`src/sv/ggc_pkg.sv`:
```
// Shared types and constants for the greedy graph colorer.
package ggc_pkg;
  localparam logic FUNC_ADD = 1'b0;
  localparam logic FUNC_RUN = 1'b1;

  typedef enum logic [2:0] {
    ST_CLEAR, ST_IDLE, ST_ADD, ST_PICK, ST_ROW, ST_SCAN, ST_ASSIGN, ST_OUT
  } state_e;

  typedef struct packed {
    logic clear_step;
    logic add;
    logic add_write;
    logic run_start;
    logic pick_step;
    logic scan_start;
    logic scan_step;
    logic assign_col;
    logic load_out;
  } cmd_t;

  typedef struct packed {
    logic clear_done;
    logic pick_done;
    logic scan_done;
    logic rank_done;
  } sts_t;
endpackage

```
`src/sv/ggc_ctrl.sv`:
```
// Control state machine for the greedy graph colorer.
module ggc_ctrl (
  input  logic           clk_i,
  input  logic           rst_ni,
  input  logic           in_valid_i,
  input  logic           in_func_i,
  output logic           in_ready_o,
  output logic           out_valid_o,
  input  logic           out_ready_i,
  output ggc_pkg::cmd_t  cmd_o,
  input  ggc_pkg::sts_t  sts_i
);
  import ggc_pkg::*;
  state_e state_q, state_d;
  logic out_vld_q, out_vld_d;

  always_ff @(posedge clk_i or negedge rst_ni) begin
    if (!rst_ni) begin
      state_q <= ST_CLEAR;
      out_vld_q <= 1'b0;
    end else begin
      state_q <= state_d;
      out_vld_q <= out_vld_d;
    end
  end

  assign out_valid_o = out_vld_q;

  always_comb begin
    state_d = state_q;
    cmd_o = '0;
    in_ready_o = 1'b0;
    out_vld_d = out_vld_q && !out_ready_i;
    case (state_q)
      ST_CLEAR: begin
        cmd_o.clear_step = 1'b1;
        if (sts_i.clear_done) state_d = ST_IDLE;
      end
      ST_IDLE: begin
        in_ready_o = 1'b1;
        if (in_valid_i) begin
          if (in_func_i == FUNC_RUN) begin
            cmd_o.run_start = 1'b1;
            state_d = ST_PICK;
          end else begin
            cmd_o.add = 1'b1;
            state_d = ST_ADD;
          end
        end
      end
      ST_ADD: begin
        cmd_o.add_write = 1'b1;
        state_d = ST_IDLE;
      end
      ST_PICK: begin
        cmd_o.pick_step = 1'b1;
        if (sts_i.pick_done) state_d = ST_ROW;
      end
      ST_ROW: begin
        cmd_o.scan_start = 1'b1;
        state_d = ST_SCAN;
      end
      ST_SCAN: begin
        cmd_o.scan_step = 1'b1;
        if (sts_i.scan_done) state_d = ST_ASSIGN;
      end
      ST_ASSIGN: begin
        cmd_o.assign_col = 1'b1;
        state_d = sts_i.rank_done ? ST_OUT : ST_PICK;
      end
      ST_OUT: begin
        // load the result once the output register is free or emptying
        if (!out_vld_q || out_ready_i) begin
          cmd_o.load_out = 1'b1;
          out_vld_d = 1'b1;
          state_d = ST_IDLE;
        end
      end
      default: state_d = ST_IDLE;
    endcase
  end
endmodule

```
`config.mk`:
```
export PLATFORM = sky130hd
export DESIGN_NAME = ggc_ctrl
export DESIGN_NICKNAME = d
export VERILOG_FILES = /design/src/sv/ggc_pkg.sv /design/src/sv/ggc_ctrl.sv
export SDC_FILE = /design/constraint.sdc
export NUM_CORES = 1
export LEC_CHECK = 0
export BUFFER_PORTS_ARGS = -buffer_cell sky130_fd_sc_hd__buf_2
export CAP_MARGIN = 20
export CORE_AREA = 2 2 39 41
export CTS_CLUSTER_SIZE = 30
export DETAILED_ROUTE_END_ITERATION = 16
export DIE_AREA = 0 0 41 43
export HOLD_SLACK_MARGIN = 0.03
export PLACE_DENSITY_LB_ADDON = 0.05
export SLEW_MARGIN = 20
export SYNTH_ARGS = -nofsm -noshare
export SYNTH_HDL_FRONTEND = slang
export SYNTH_SLANG_ARGS = --single-unit
export TNS_END_PERCENT = 30
```
`constraint.sdc`:
```
create_clock -name clk_i -period 2.37 [get_ports clk_i]
set_input_delay 0.1185 -clock clk_i [delete_from_list [all_inputs] [get_ports clk_i]]
set_output_delay 0.1185 -clock clk_i [all_outputs]
set_load 0.05 [all_outputs]
```
# After elaboration in Yosys (flattened, before gate mapping)
# Index checks and enable logic that the tools add are counted.
# totals
reg_bits,4
input_bits,9
out_inout_bits,11
wordCells,45
# op_classes
n_eq_ne,12
muxes,25
reduce_logical,6
# op_table
cell,count
$pmux W3 S8,1
$mux W1,18
$mux W3,6
$eq A3 B3 Y1 const B,4
$ne A2 B2 Y1 const B,5
$eq A3 B2 Y1 const B,2
$reduce_and A5 Y1,1
$eq A3 B1 Y1 const B,1
$logic_not A3 Y1,1
$logic_not A1 Y1,2
$logic_and A1 B1 Y1,1
$logic_or A1 B1 Y1,1

# Logic depth before layout (Yosys ltp)
# Gate-level depths: netlist of the first run.
# logic_depth
word_depth,4
mapped_depth,5
depth_no_buf,3

# Worst setup path after synthesis of the first run
# OpenSTA, ideal clock, no wires.
# synth_timing
path_type,reg-to-output
start,reg state_q[1]
end,out cmd_o[7] (netlist name)
arrival_ns,2.546
t_required_ns,2.251
slack_ns,-0.294
stages_incl_launch_ff,5
n_path_buf,1
path_cell_list,dfrtp_1 -> buf_6 -> nor3b_1 -> nand2_1 -> nor2_1
# synth_lines
item,line,rtl
from (decl),ggc_ctrl.sv:14,"state_e state_q, state_d;"
from (signal assigned),ggc_ctrl.sv:22,state_q <= state_d;
to (decl),ggc_ctrl.sv:10,"output ggc_pkg::cmd_t cmd_o,"

==> results.ini, run 1 <==
[global_route]
antenna_found_initial = 0
grt_max_degree = 19
grt_util_met1 = 0.138
grt_pass1_vias = 293
gr-total-overflow = 0
gr-usage-met3 = 0.0157
use_met2 = 0.147
grt_most_used_layer = met2
grt_pass1_wl_mm = 1.24
grt_use_total = 0.105

[clock_tree]
cts-resized-gates = 0
clock_sinks = 4
cts.clk_slew.worst_paths_ns = 0.04
cts_tree = yes
insertion_delay_ns = 0.23
cts-root-buf = clkbuf_4
clockBufferDepth = 2
cts.htree.levels = 1
cts_buffers = 3

[timing]
max-slew-margin-rel = 0.633
rsz0062_at_grt = false
finalSetupTns_ns = 0
max_freq_ghz = 0.607
fin_crit_ns = 1.65
final.setup_skew_ns = 0.00184
timing.final.crit_share = 0.696
slew_viol_final = 0
setup_ws_ns = 0.721
finalHoldViolCount = 0
max_slew.worst_pin.slew_ns = 0.551
setup_violations = 0

[die]
chipHeight_um = 43
die-area_um2 = 1760
rows = 14
initial_core_util = 0.253
io_pins = 20
core-area_um2 = 1380
die_x_um = 41

[power_and_ir_drop]
p_per_area_nw_per_um2 = 1490
p_leak_nw = 0.261
vdd.ir_drop.worst_uv = 697

[critical_path]
cp-start-kind = register
crit_type = register to output port
slowest_stage = dfrtp_1
cp.required_ns = 2.25
worstPathArrival_ns = 1.53
crit_family = flip-flops
crit_buf_inv = 1
cp-end-kind = output port
cp_max_fo = 18
critical_path.cell_chain = nor3b_2 -> and3_1 -> buf_2
critPathMaxStageDelay_ns = 0.56

[min_path]
min_path_type = primary input to register

[yosys]
synth_cell_types = 22
synth_cells = 43
yosys_warnings = 0
ys_ff_latch = 4
syn_area_per_cell_um2 = 8.15
syn-cell-area_um2 = 350
synth_compound_area_frac = 0.161
synth-seq-area-share = 0.286
synth-simple-area-share = 0.368
synth_xor_area_frac = 0
synth.net_count = 52
synth_top_family_by_area = simple AND/OR/NAND/NOR gates
synthMuxAreaShare = 0.0857
synth-adder-area-share = 0

[place]
io_buffers = 19
gp_congestion = 0.620
dp_hpwl_um = 586
place_ws_ns = 0.979

[cells_and_area]
antenna_cells = 0
final_cell_mix = buf_2, nand2_1, dfrtp_1
layout.nets = 72
area_growth_pct = 34.6
layout-drive-gt1-share = 0.377
final_common_cell = buf_2

[run]
cap_violations = 0

[route]
first_iter_violations = 8
drt-total-wl_um = 840
first_pass_iters = 4
ant_nets = 0
wire_per_inst_um = 10.9
drc_errors = 0
via_per_inst = 4.78
vias = 368

[status]
status = completed

-- cell type report --
cell class / count / area (um^2)
clock buffers: 3 / 22.5
repair buffers: 20 / 105
well taps: 16 / 20.0
inverters: 1 / 3.75
multi-input cells: 33 / 220
fillers: 154 / 912
flip-flops and latches: 4 / 100
-- power breakdown --
part | internal (mW) | switching, mW
clock | 0.0568 | 0.0294
sequential | 0.0966 | 0.101
combinational | 0.140 | 0.282
total | 0.293 | 0.412
-- kinds of logic after synthesis --
kind of cell / count (synthesis)
simple gates: 22
compound gates: 8
buf+inv: 6
flops: 4
mux: 3
-- stage by stage --
stage	utilization	instance area, um^2	cells	hold WS (ns)	power (mW)
2_1_floorplan	-	355	43	-0.177	0.558
3_3_place_gp	0.317	439	73	-0.0665	0.627
3_5_place_dp	0.317	439	73	-0.0681	0.618
4_1_cts	0.341	472	77	0.207	0.711
5_1_grt	0.341	472	77	0.214	0.753
6_report	0.341	472	77	0.213	0.705
-- Yosys cell counts --
cell type | n | area (um^2)
nor3b_1 | 4 | 30.0
and3b_1 | 2 | 17.5
and3_1 | 1 | 6.26
buf_6 | 1 | 11.3
mux2i_1 | 3 | 30.0
o22ai_1 | 2 | 12.5
o21ai_0 | 2 | 10.0
a21oi_1 | 1 | 5.00
inv_1 | 1 | 3.75
nand2_1 | 5 | 18.8
dfrtp_1 | 4 | 100
nand3_1 | 1 | 5.00
buf_2 | 4 | 20.0
nor3_1 | 1 | 5.00
a22o_1 | 1 | 8.76
o211a_1 | 1 | 10.0
a32o_1 | 1 | 10.0
nor2b_1 | 2 | 12.5
nand2b_1 | 2 | 12.5
or3_1 | 1 | 6.26
nor2_1 | 2 | 7.51
nand3b_1 | 1 | 7.51
-- sequential cells by signal, summed over array words and instances (netlist names) --
signal and cells:
out_valid_o 1, state_q 3
-- what timing repair did --
action | 4_1_cts | 5_1_grt
hold endpoints to repair | 4 | 0
hold buffers | 1 | 0
buffers inserted | 0 | 0
-- worst register-to-register path, delay by kind of cell, from the launching register on --
kind / cells / cell delay [ns]
flip-flops: 1 / 0.56
AO/OA/AOI/OAI: 2 / 0.27
AND/OR/NAND/NOR: 1 / 0.43
-- final timing paths --
kind	startpoint	endpoint	slack, ns	depth (start not counted)
worst max-delay path	state_q[1]$_DFFE_PN0P_	cmd_o[5]	0.72	3
worst min-delay path	sts_i[1]	state_q[0]$_DFFE_PN0P_	0.21	3
worst max register to register	state_q[1]$_DFFE_PN0P_	state_q[0]$_DFFE_PN0P_	0.98	3
worst min register to register	out_valid_o$_DFF_PN0_	out_valid_o$_DFF_PN0_	0.57	2
max in group asynchronous	rst_ni	state_q[0]$_DFFE_PN0P_	2.03	2
min in group asynchronous	rst_ni	state_q[1]$_DFFE_PN0P_	0.22	2
-- metal layers --
| layer | vias up | part of all wire |
|---|---|---|
| met2 | 23 | 0.44 |
| met1 | 154 | 0.47 |
| met3 | 0 | 0.089 |
| li1 | 191 | - |
| met4 | 0 | 0 |
| met5 | - | 0 |
(Power assumes the default switching activity.)
==> run 2: changes to the inputs <==
ABC_AREA = 1   (was default)
clock period = 1.4 ns   (was 2.37 ns; I/O delays follow)
==> results.ini, run 2 <==
[status]
status = completed  ; unchanged

[critical_path]
reg2reg_from = state_q[0]$_DFFE_PN0P_  ; was state_q[1]$_DFFE_PN0P_
worstPathArrival_ns = 1.28  ; was 1.53 ns
critical_path.cell_chain = inv_4 -> nand3_2 -> nor3_2 -> buf_6  ; was nor3b_2 -> and3_1 -> buf_2
cp.required_ns = 1.33  ; was 2.25 ns
critical_path.startpoint = state_q[2]$_DFFE_PN0P_  ; was state_q[1]$_DFFE_PN0P_
crit_family = flip-flops  ; unchanged
crit_buf_inv = 2  ; was 1
cp-start-kind = register  ; unchanged
cp_max_fo = 9  ; was 18
crit_type = register to output port  ; unchanged
cp-end-kind = output port  ; unchanged
slowest_stage = dfrtp_2  ; was dfrtp_1
critPathMaxStageDelay_ns = 0.50  ; was 0.56 ns

[yosys]
synth_ff_type = dfrtp_1  ; unchanged
syn_area_per_cell_um2 = 6.53  ; was 8.15 um^2
yosys_warnings = 0  ; unchanged
synth.net_count = 72  ; was 52
synth_cells = 63  ; was 43
synth-edff-count = 0  ; unchanged
ys_top_cells_by_area = dfrtp_1, nand2_1, nor2_2  ; was dfrtp_1, mux2i_1, nor3b_1
synth-seq-area-share = 0.243  ; was 0.286
synth_top_area_frac = 0.243  ; was 0.286
synthArstFlopShare = 1.00  ; unchanged
ys_ff_latch = 4  ; unchanged
synthTopCellsByCount = nand2_1, inv_1, nor2_2  ; was nand2_1, buf_2, dfrtp_1, nor3b_1, mux2i_1
yosysMostFrequentCell = nand2_1  ; unchanged
synth_area_leader_cell = dfrtp_1  ; unchanged
synth_cell_types = 19  ; was 22
syn-cell-area_um2 = 412  ; was 350 um^2

[die]
core-area_um2 = 1380  ; unchanged
io_pins = 20  ; unchanged
die-area_um2 = 1760  ; unchanged
chipHeight_um = 43  ; unchanged
die_x_um = 41  ; unchanged
rows = 14  ; unchanged
initial_core_util = 0.297  ; was 0.253

[timing]
timing.final.crit_share = 0.968
max_freq_ghz = 0.738
finalSetupTns_ns = 0  ; unchanged
max-slew-margin-rel = 0.827  ; was 0.633
max_slew.worst_pin.slew_ns = 0.260  ; was 0.551 ns
slew_viol_final = 0  ; unchanged
hold_slack_ns = 0.0458  ; was 0.213 ns
fin_crit_ns = 1.35
final.setup_skew_ns = 0.00124  ; was 0.00184 ns
setup_violations = 0  ; unchanged
rsz0062_at_grt = true  ; was false
finalHoldViolCount = 0  ; unchanged
setup_ws_ns = 0.0450  ; was 0.721 ns

[global_route]
grt_pass1_vias = 397  ; was 293
grt_max_degree = 12  ; was 19
antenna_found_initial = 0  ; unchanged
gr-total-overflow = 0  ; unchanged
grt_pass1_wl_mm = 1.57  ; was 1.24 mm
grt_use_total = 0.134  ; was 0.105

[clock_tree]
clockBufferDepth = 2  ; unchanged
insertion_delay_ns = 0.23  ; about the same
clock_sinks = 4  ; unchanged
cts.htree.levels = 1  ; unchanged
cts_tree = yes  ; unchanged
cts-root-buf = clkbuf_4  ; unchanged
cts_buffers = 3  ; unchanged
cts.clk_slew.worst_paths_ns = 0.04  ; about the same

[place]
place_ws_ns = 0.0557  ; was 0.979 ns
dp_hpwl_um = 742  ; was 586 um
dp.cells = 96  ; was 73
gp_congestion = 0.750  ; was 0.620
postPlaceCellArea_um2 = 519  ; was 439 um^2
io_buffers = 19  ; unchanged

[route]
via_per_inst = 4.36  ; was 4.78
drc_errors = 0  ; unchanged
ant_nets = 0  ; unchanged
first_pass_iters = 2  ; was 4
vias = 445  ; was 368
drt-total-wl_um = 948  ; was 840 um
wire_per_inst_um = 9.29  ; was 10.9 um
first_iter_violations = 5  ; was 8

[cells_and_area]
area_growth_pct = 47.4  ; was 34.6%
largest_reg_flops = 3  ; unchanged
registers.top_by_ff_count = state_q  ; unchanged
final_cell_mix = nand2_1, buf_2, inv_1, nor2_2, nor2_1  ; was buf_2, nand2_1, dfrtp_1
final_common_cell = nand2_1  ; was buf_2
antenna_cells = 0  ; unchanged
final_cells = 102  ; was 77
layout-drive-gt1-share = 0.558  ; was 0.377
fin_area_um2 = 607  ; was 472 um^2
layout.nets = 97  ; was 72

[run]
cap_violations = 0  ; unchanged

[power_and_ir_drop]
vdd.ir_drop.worst_uv = 1280  ; was 697 uV
p_leak_nw = 0.323  ; was 0.261 nW
p_per_area_nw_per_um2 = 2560  ; was 1490 nW/um^2

[min_path]
min_path_type = primary input to register  ; unchanged
hold_path_startpoint = out_ready_i  ; was sts_i[1]

run 2: repair_timing:
| action | CTS | global route |
|---|---|---|
| resized for setup | 8 | 9 |
| hold buffers | 1 | 0 |
| setup endpoints to repair | 7 | 4 |
| buffers inserted | 1 | 1 |
| cloned | 0 | 0 |
| endpoints found under the hold margin | 4 | 0 |
run 2: cells by family after synthesis:
group                  count (synthesis)  synth area share
AND/OR/NAND/NOR                       42             0.559
AO/OA/AOI/OAI                          4            0.0547
flip-flops                             4             0.243
buffers and inverters                 13             0.143
run 2: layout make-up:
type / instances / area (um^2)
clock buffer: 3 / 22.5
fill: 143 / 777
inverter: 11 / 46.3
multi-input combinational: 46 / 268
sequential: 4 / 104
tap: 16 / 20.0
timing repair buffer: 22 / 146
run 2: power breakdown:
group	switching [mW]	total, mW	internal (mW)	leakage, nW
sequential	0.139	0.318	0.179	0.0470
combinational	0.747	1.09	0.345	0.262
clock	0.0490	0.145	0.0960	0.0138
total	0.935	1.56	0.620	0.323
run 2: path summary, 6_finish.rpt:
| path | to | slack (ns) | cells past startpoint |
|---|---|---|---|
| max | cmd_o[7] | 0.05 | 4 |
| min | out_valid_o$_DFF_PN0_ | 0.05 | 2 |
| max reg2reg | state_q[1]$_DFFE_PN0P_ | 0.15 | 8 |
| min reg2reg | out_valid_o$_DFF_PN0_ | 0.56 | 2 |
| max in group asynchronous | state_q[1]$_DFFE_PN0P_ | 1.10 | 2 |
| min in group asynchronous | out_valid_o$_DFF_PN0_ | 0.17 | 2 |
run 2: layer usage:
layer,track usage,wire [um],up-vias
met3,0.0471,55,2
li1,-,-,243
met1,0.192,485,186
met4,0.0800,12,0
met5,0,0,-
met2,0.166,395,14
run 2: through the flow:
step / util / total power [mW]
2_1_floorplan: - / 1.14
3_3_place_gp: 0.375 / 1.32
5_1_grt: 0.439 / 1.68
3_5_place_dp: 0.375 / 1.30
6_report: 0.439 / 1.56
4_1_cts: 0.417 / 1.51
==> run 3: changes to the inputs <==
CELL_PAD_IN_SITES_DETAIL_PLACEMENT = 2   (was default)
CELL_PAD_IN_SITES_GLOBAL_PLACEMENT = 2   (was default)
CORE_AREA = default   (was 2 2 39 41)
CORE_MARGIN = 2   (was default)
CORE_UTILIZATION = 21   (was default)
DIE_AREA = default   (was 0 0 41 43)
clock period = 1.5 ns   (was 1.4 ns; I/O delays follow)
==> results.ini, run 3 (synthesis gave the netlist of run 2 again) <==
[clock_tree]
post_cts_buffers = 0  ; was 1
cts.htree.levels = 1  ; unchanged
cts-root-buf = clkbuf_4  ; unchanged
cts_tree = yes  ; unchanged
insertion_delay_ns = 0.23  ; about the same
cts_buffers = 3  ; unchanged
cts.clk_slew.worst_paths_ns = 0.04  ; about the same
clockBufferDepth = 2  ; unchanged
clock_sinks = 4  ; unchanged

[cells_and_area]
largest_reg_flops = 3  ; unchanged
layout-drive-gt1-share = 0.536  ; was 0.558
final_cells = 111  ; was 102
final_common_cell = buf_2  ; was nand2_1
registers.top_by_ff_count = state_q  ; unchanged
fillers = 246  ; was 143
layout.nets = 95  ; was 97
final_cell_mix = buf_2, nand2_1, nor2_2  ; was nand2_1, buf_2, inv_1, nor2_2, nor2_1
fin_area_um2 = 586  ; was 607 um^2
antenna_cells = 0  ; unchanged
area_growth_pct = 42.2  ; was 47.4%

[timing]
fin_crit_ns = 1.41
finalSetupTns_ns = 0  ; unchanged
finalHoldViolCount = 0  ; unchanged
setup_violations = 0  ; unchanged
max_slew.worst_pin.slew_ns = 0.257  ; was 0.260 ns
timing.final.crit_share = 0.942
final.setup_skew_ns = 0.00120  ; was 0.00124 ns
slew_viol_final = 0  ; unchanged
max_freq_ghz = 0.707
max-slew-margin-rel = 0.828  ; was 0.827
rsz0062_at_grt = false  ; was true
hold_slack_ns = 0.0517  ; was 0.0458 ns

[global_route]
grt_use_total = 0.124  ; was 0.134
grt_pass1_vias = 423  ; was 397
antenna_found_initial = 0  ; unchanged
grt_max_degree = 12  ; unchanged
gr-total-overflow = 0  ; unchanged
grt_pass1_wl_mm = 1.88  ; was 1.57 mm

[route]
via_per_inst = 4.31  ; was 4.36
first_iter_violations = 1  ; was 5
drt-total-wl_mm = 1.21  ; was 948 um
vias = 478  ; was 445
first_pass_iters = 2  ; unchanged
ant_nets = 0  ; unchanged
wire_per_inst_um = 10.9  ; was 9.29 um
drc_errors = 0  ; unchanged

[die]
die_x_um = 48.3  ; was 41 um
io_pins = 20  ; unchanged
rows = 16  ; was 14
die-area_um2 = 2330  ; was 1760 um^2
core-area_um2 = 1900  ; was 1380 um^2
chipHeight_um = 48.3  ; was 43 um
initial_core_util = 0.216  ; was 0.297

[critical_path]
cp-end-kind = output port  ; unchanged
cp-start-kind = register  ; unchanged
reg2reg_from = state_q[0]$_DFFE_PN0P_  ; unchanged
slowest_stage = dfrtp_2  ; unchanged
critPathMaxStageDelay_ns = 0.49  ; was 0.50 ns
crit_family = flip-flops  ; unchanged
cp_max_fo = 9  ; unchanged
worstPathArrival_ns = 1.34  ; was 1.28 ns
critical_path.cell_chain = inv_4 -> nand3_2 -> nor3_2 -> buf_2  ; was inv_4 -> nand3_2 -> nor3_2 -> buf_6
crit_buf_inv = 2  ; unchanged
critical_path.startpoint = state_q[2]$_DFFE_PN0P_  ; unchanged
cp.required_ns = 1.42  ; was 1.33 ns
crit_type = register to output port  ; unchanged

[min_path]
hold_path_startpoint = out_ready_i  ; unchanged
min_path_type = primary input to register  ; unchanged

[place]
gp_congestion = 0.716  ; was 0.750
dp.cells = 107  ; was 96
postPlaceCellArea_um2 = 533  ; was 519 um^2
io_buffers = 19  ; unchanged
dp_hpwl_mm = 1.05  ; was 742 um

[power_and_ir_drop]
power.total_mw = 1.40  ; was 1.56 mW
p_per_area_nw_per_um2 = 2390  ; was 2560 nW/um^2
p_leak_nw = 0.311  ; was 0.323 nW
vdd.ir_drop.worst_uv = 769  ; was 1280 uV

[run]
cap_violations = 0  ; unchanged

[status]
status = completed  ; unchanged

## run 3: timing repair
item / CTS / global route
hold buffers: 1 / 0
pin swaps: 0 / 0
hold endpoints to repair: 4 / 0
endpoints found under the setup margin: 5 / 3
resized for setup: 4 / 6
## run 3: layer usage
| layer | track usage | vias to the layer above | part of all wire |
|---|---|---|---|
| met5 | 0 | - | 0 |
| met4 | 0.0649 | 0 | 0.012 |
| met3 | 0.0222 | 2 | 0.044 |
| met2 | 0.189 | 14 | 0.49 |
| met1 | 0.166 | 225 | 0.45 |
| li1 | - | 237 | - |
## run 3: metrics by stage
stage               worst slack [ns]  utilization
global route                0.000352        0.308
CTS                           0.0273        0.301
floorplan                     -0.244            -
global placement               0.123        0.280
finish                        0.0865        0.308
detailed placement            0.0969        0.280
## run 3: path summary, 6_finish.rpt
check,slack [ns],to,depth (start not counted)
max,0.09,cmd_o[7],4
min,0.05,out_valid_o$_DFF_PN0_,2
max reg2reg,0.20,state_q[1]$_DFFE_PN0P_,8
min reg2reg,0.56,out_valid_o$_DFF_PN0_,2
max in group asynchronous,1.18,state_q[2]$_DFFE_PN0P_,2
min in group asynchronous,0.19,state_q[0]$_DFFE_PN0P_,2
## run 3: report_power, final
group          internal, mW  switching (mW)  total [mW]
clock network        0.0895          0.0436       0.133
registers             0.167           0.132       0.299
logic                 0.270           0.700       0.970
## run 3: area by class of cell
class	instances	area [um^2]	share of cell area
repair buffers	20	116	0.199
well taps	27	33.8	0.0577
clock buffers	3	22.5	0.0385
multi-input cells	46	260	0.444
flip-flops and latches	4	104	0.177
inverters	11	48.8	0.0833
## run 3: worst reg2reg max path: cells and delay by family, from the launching register on
family,cells,cell delay [ns]
AND/OR/NAND/NOR,7,0.61
buffers and inverters,1,0.08
flip-flops,1,0.49
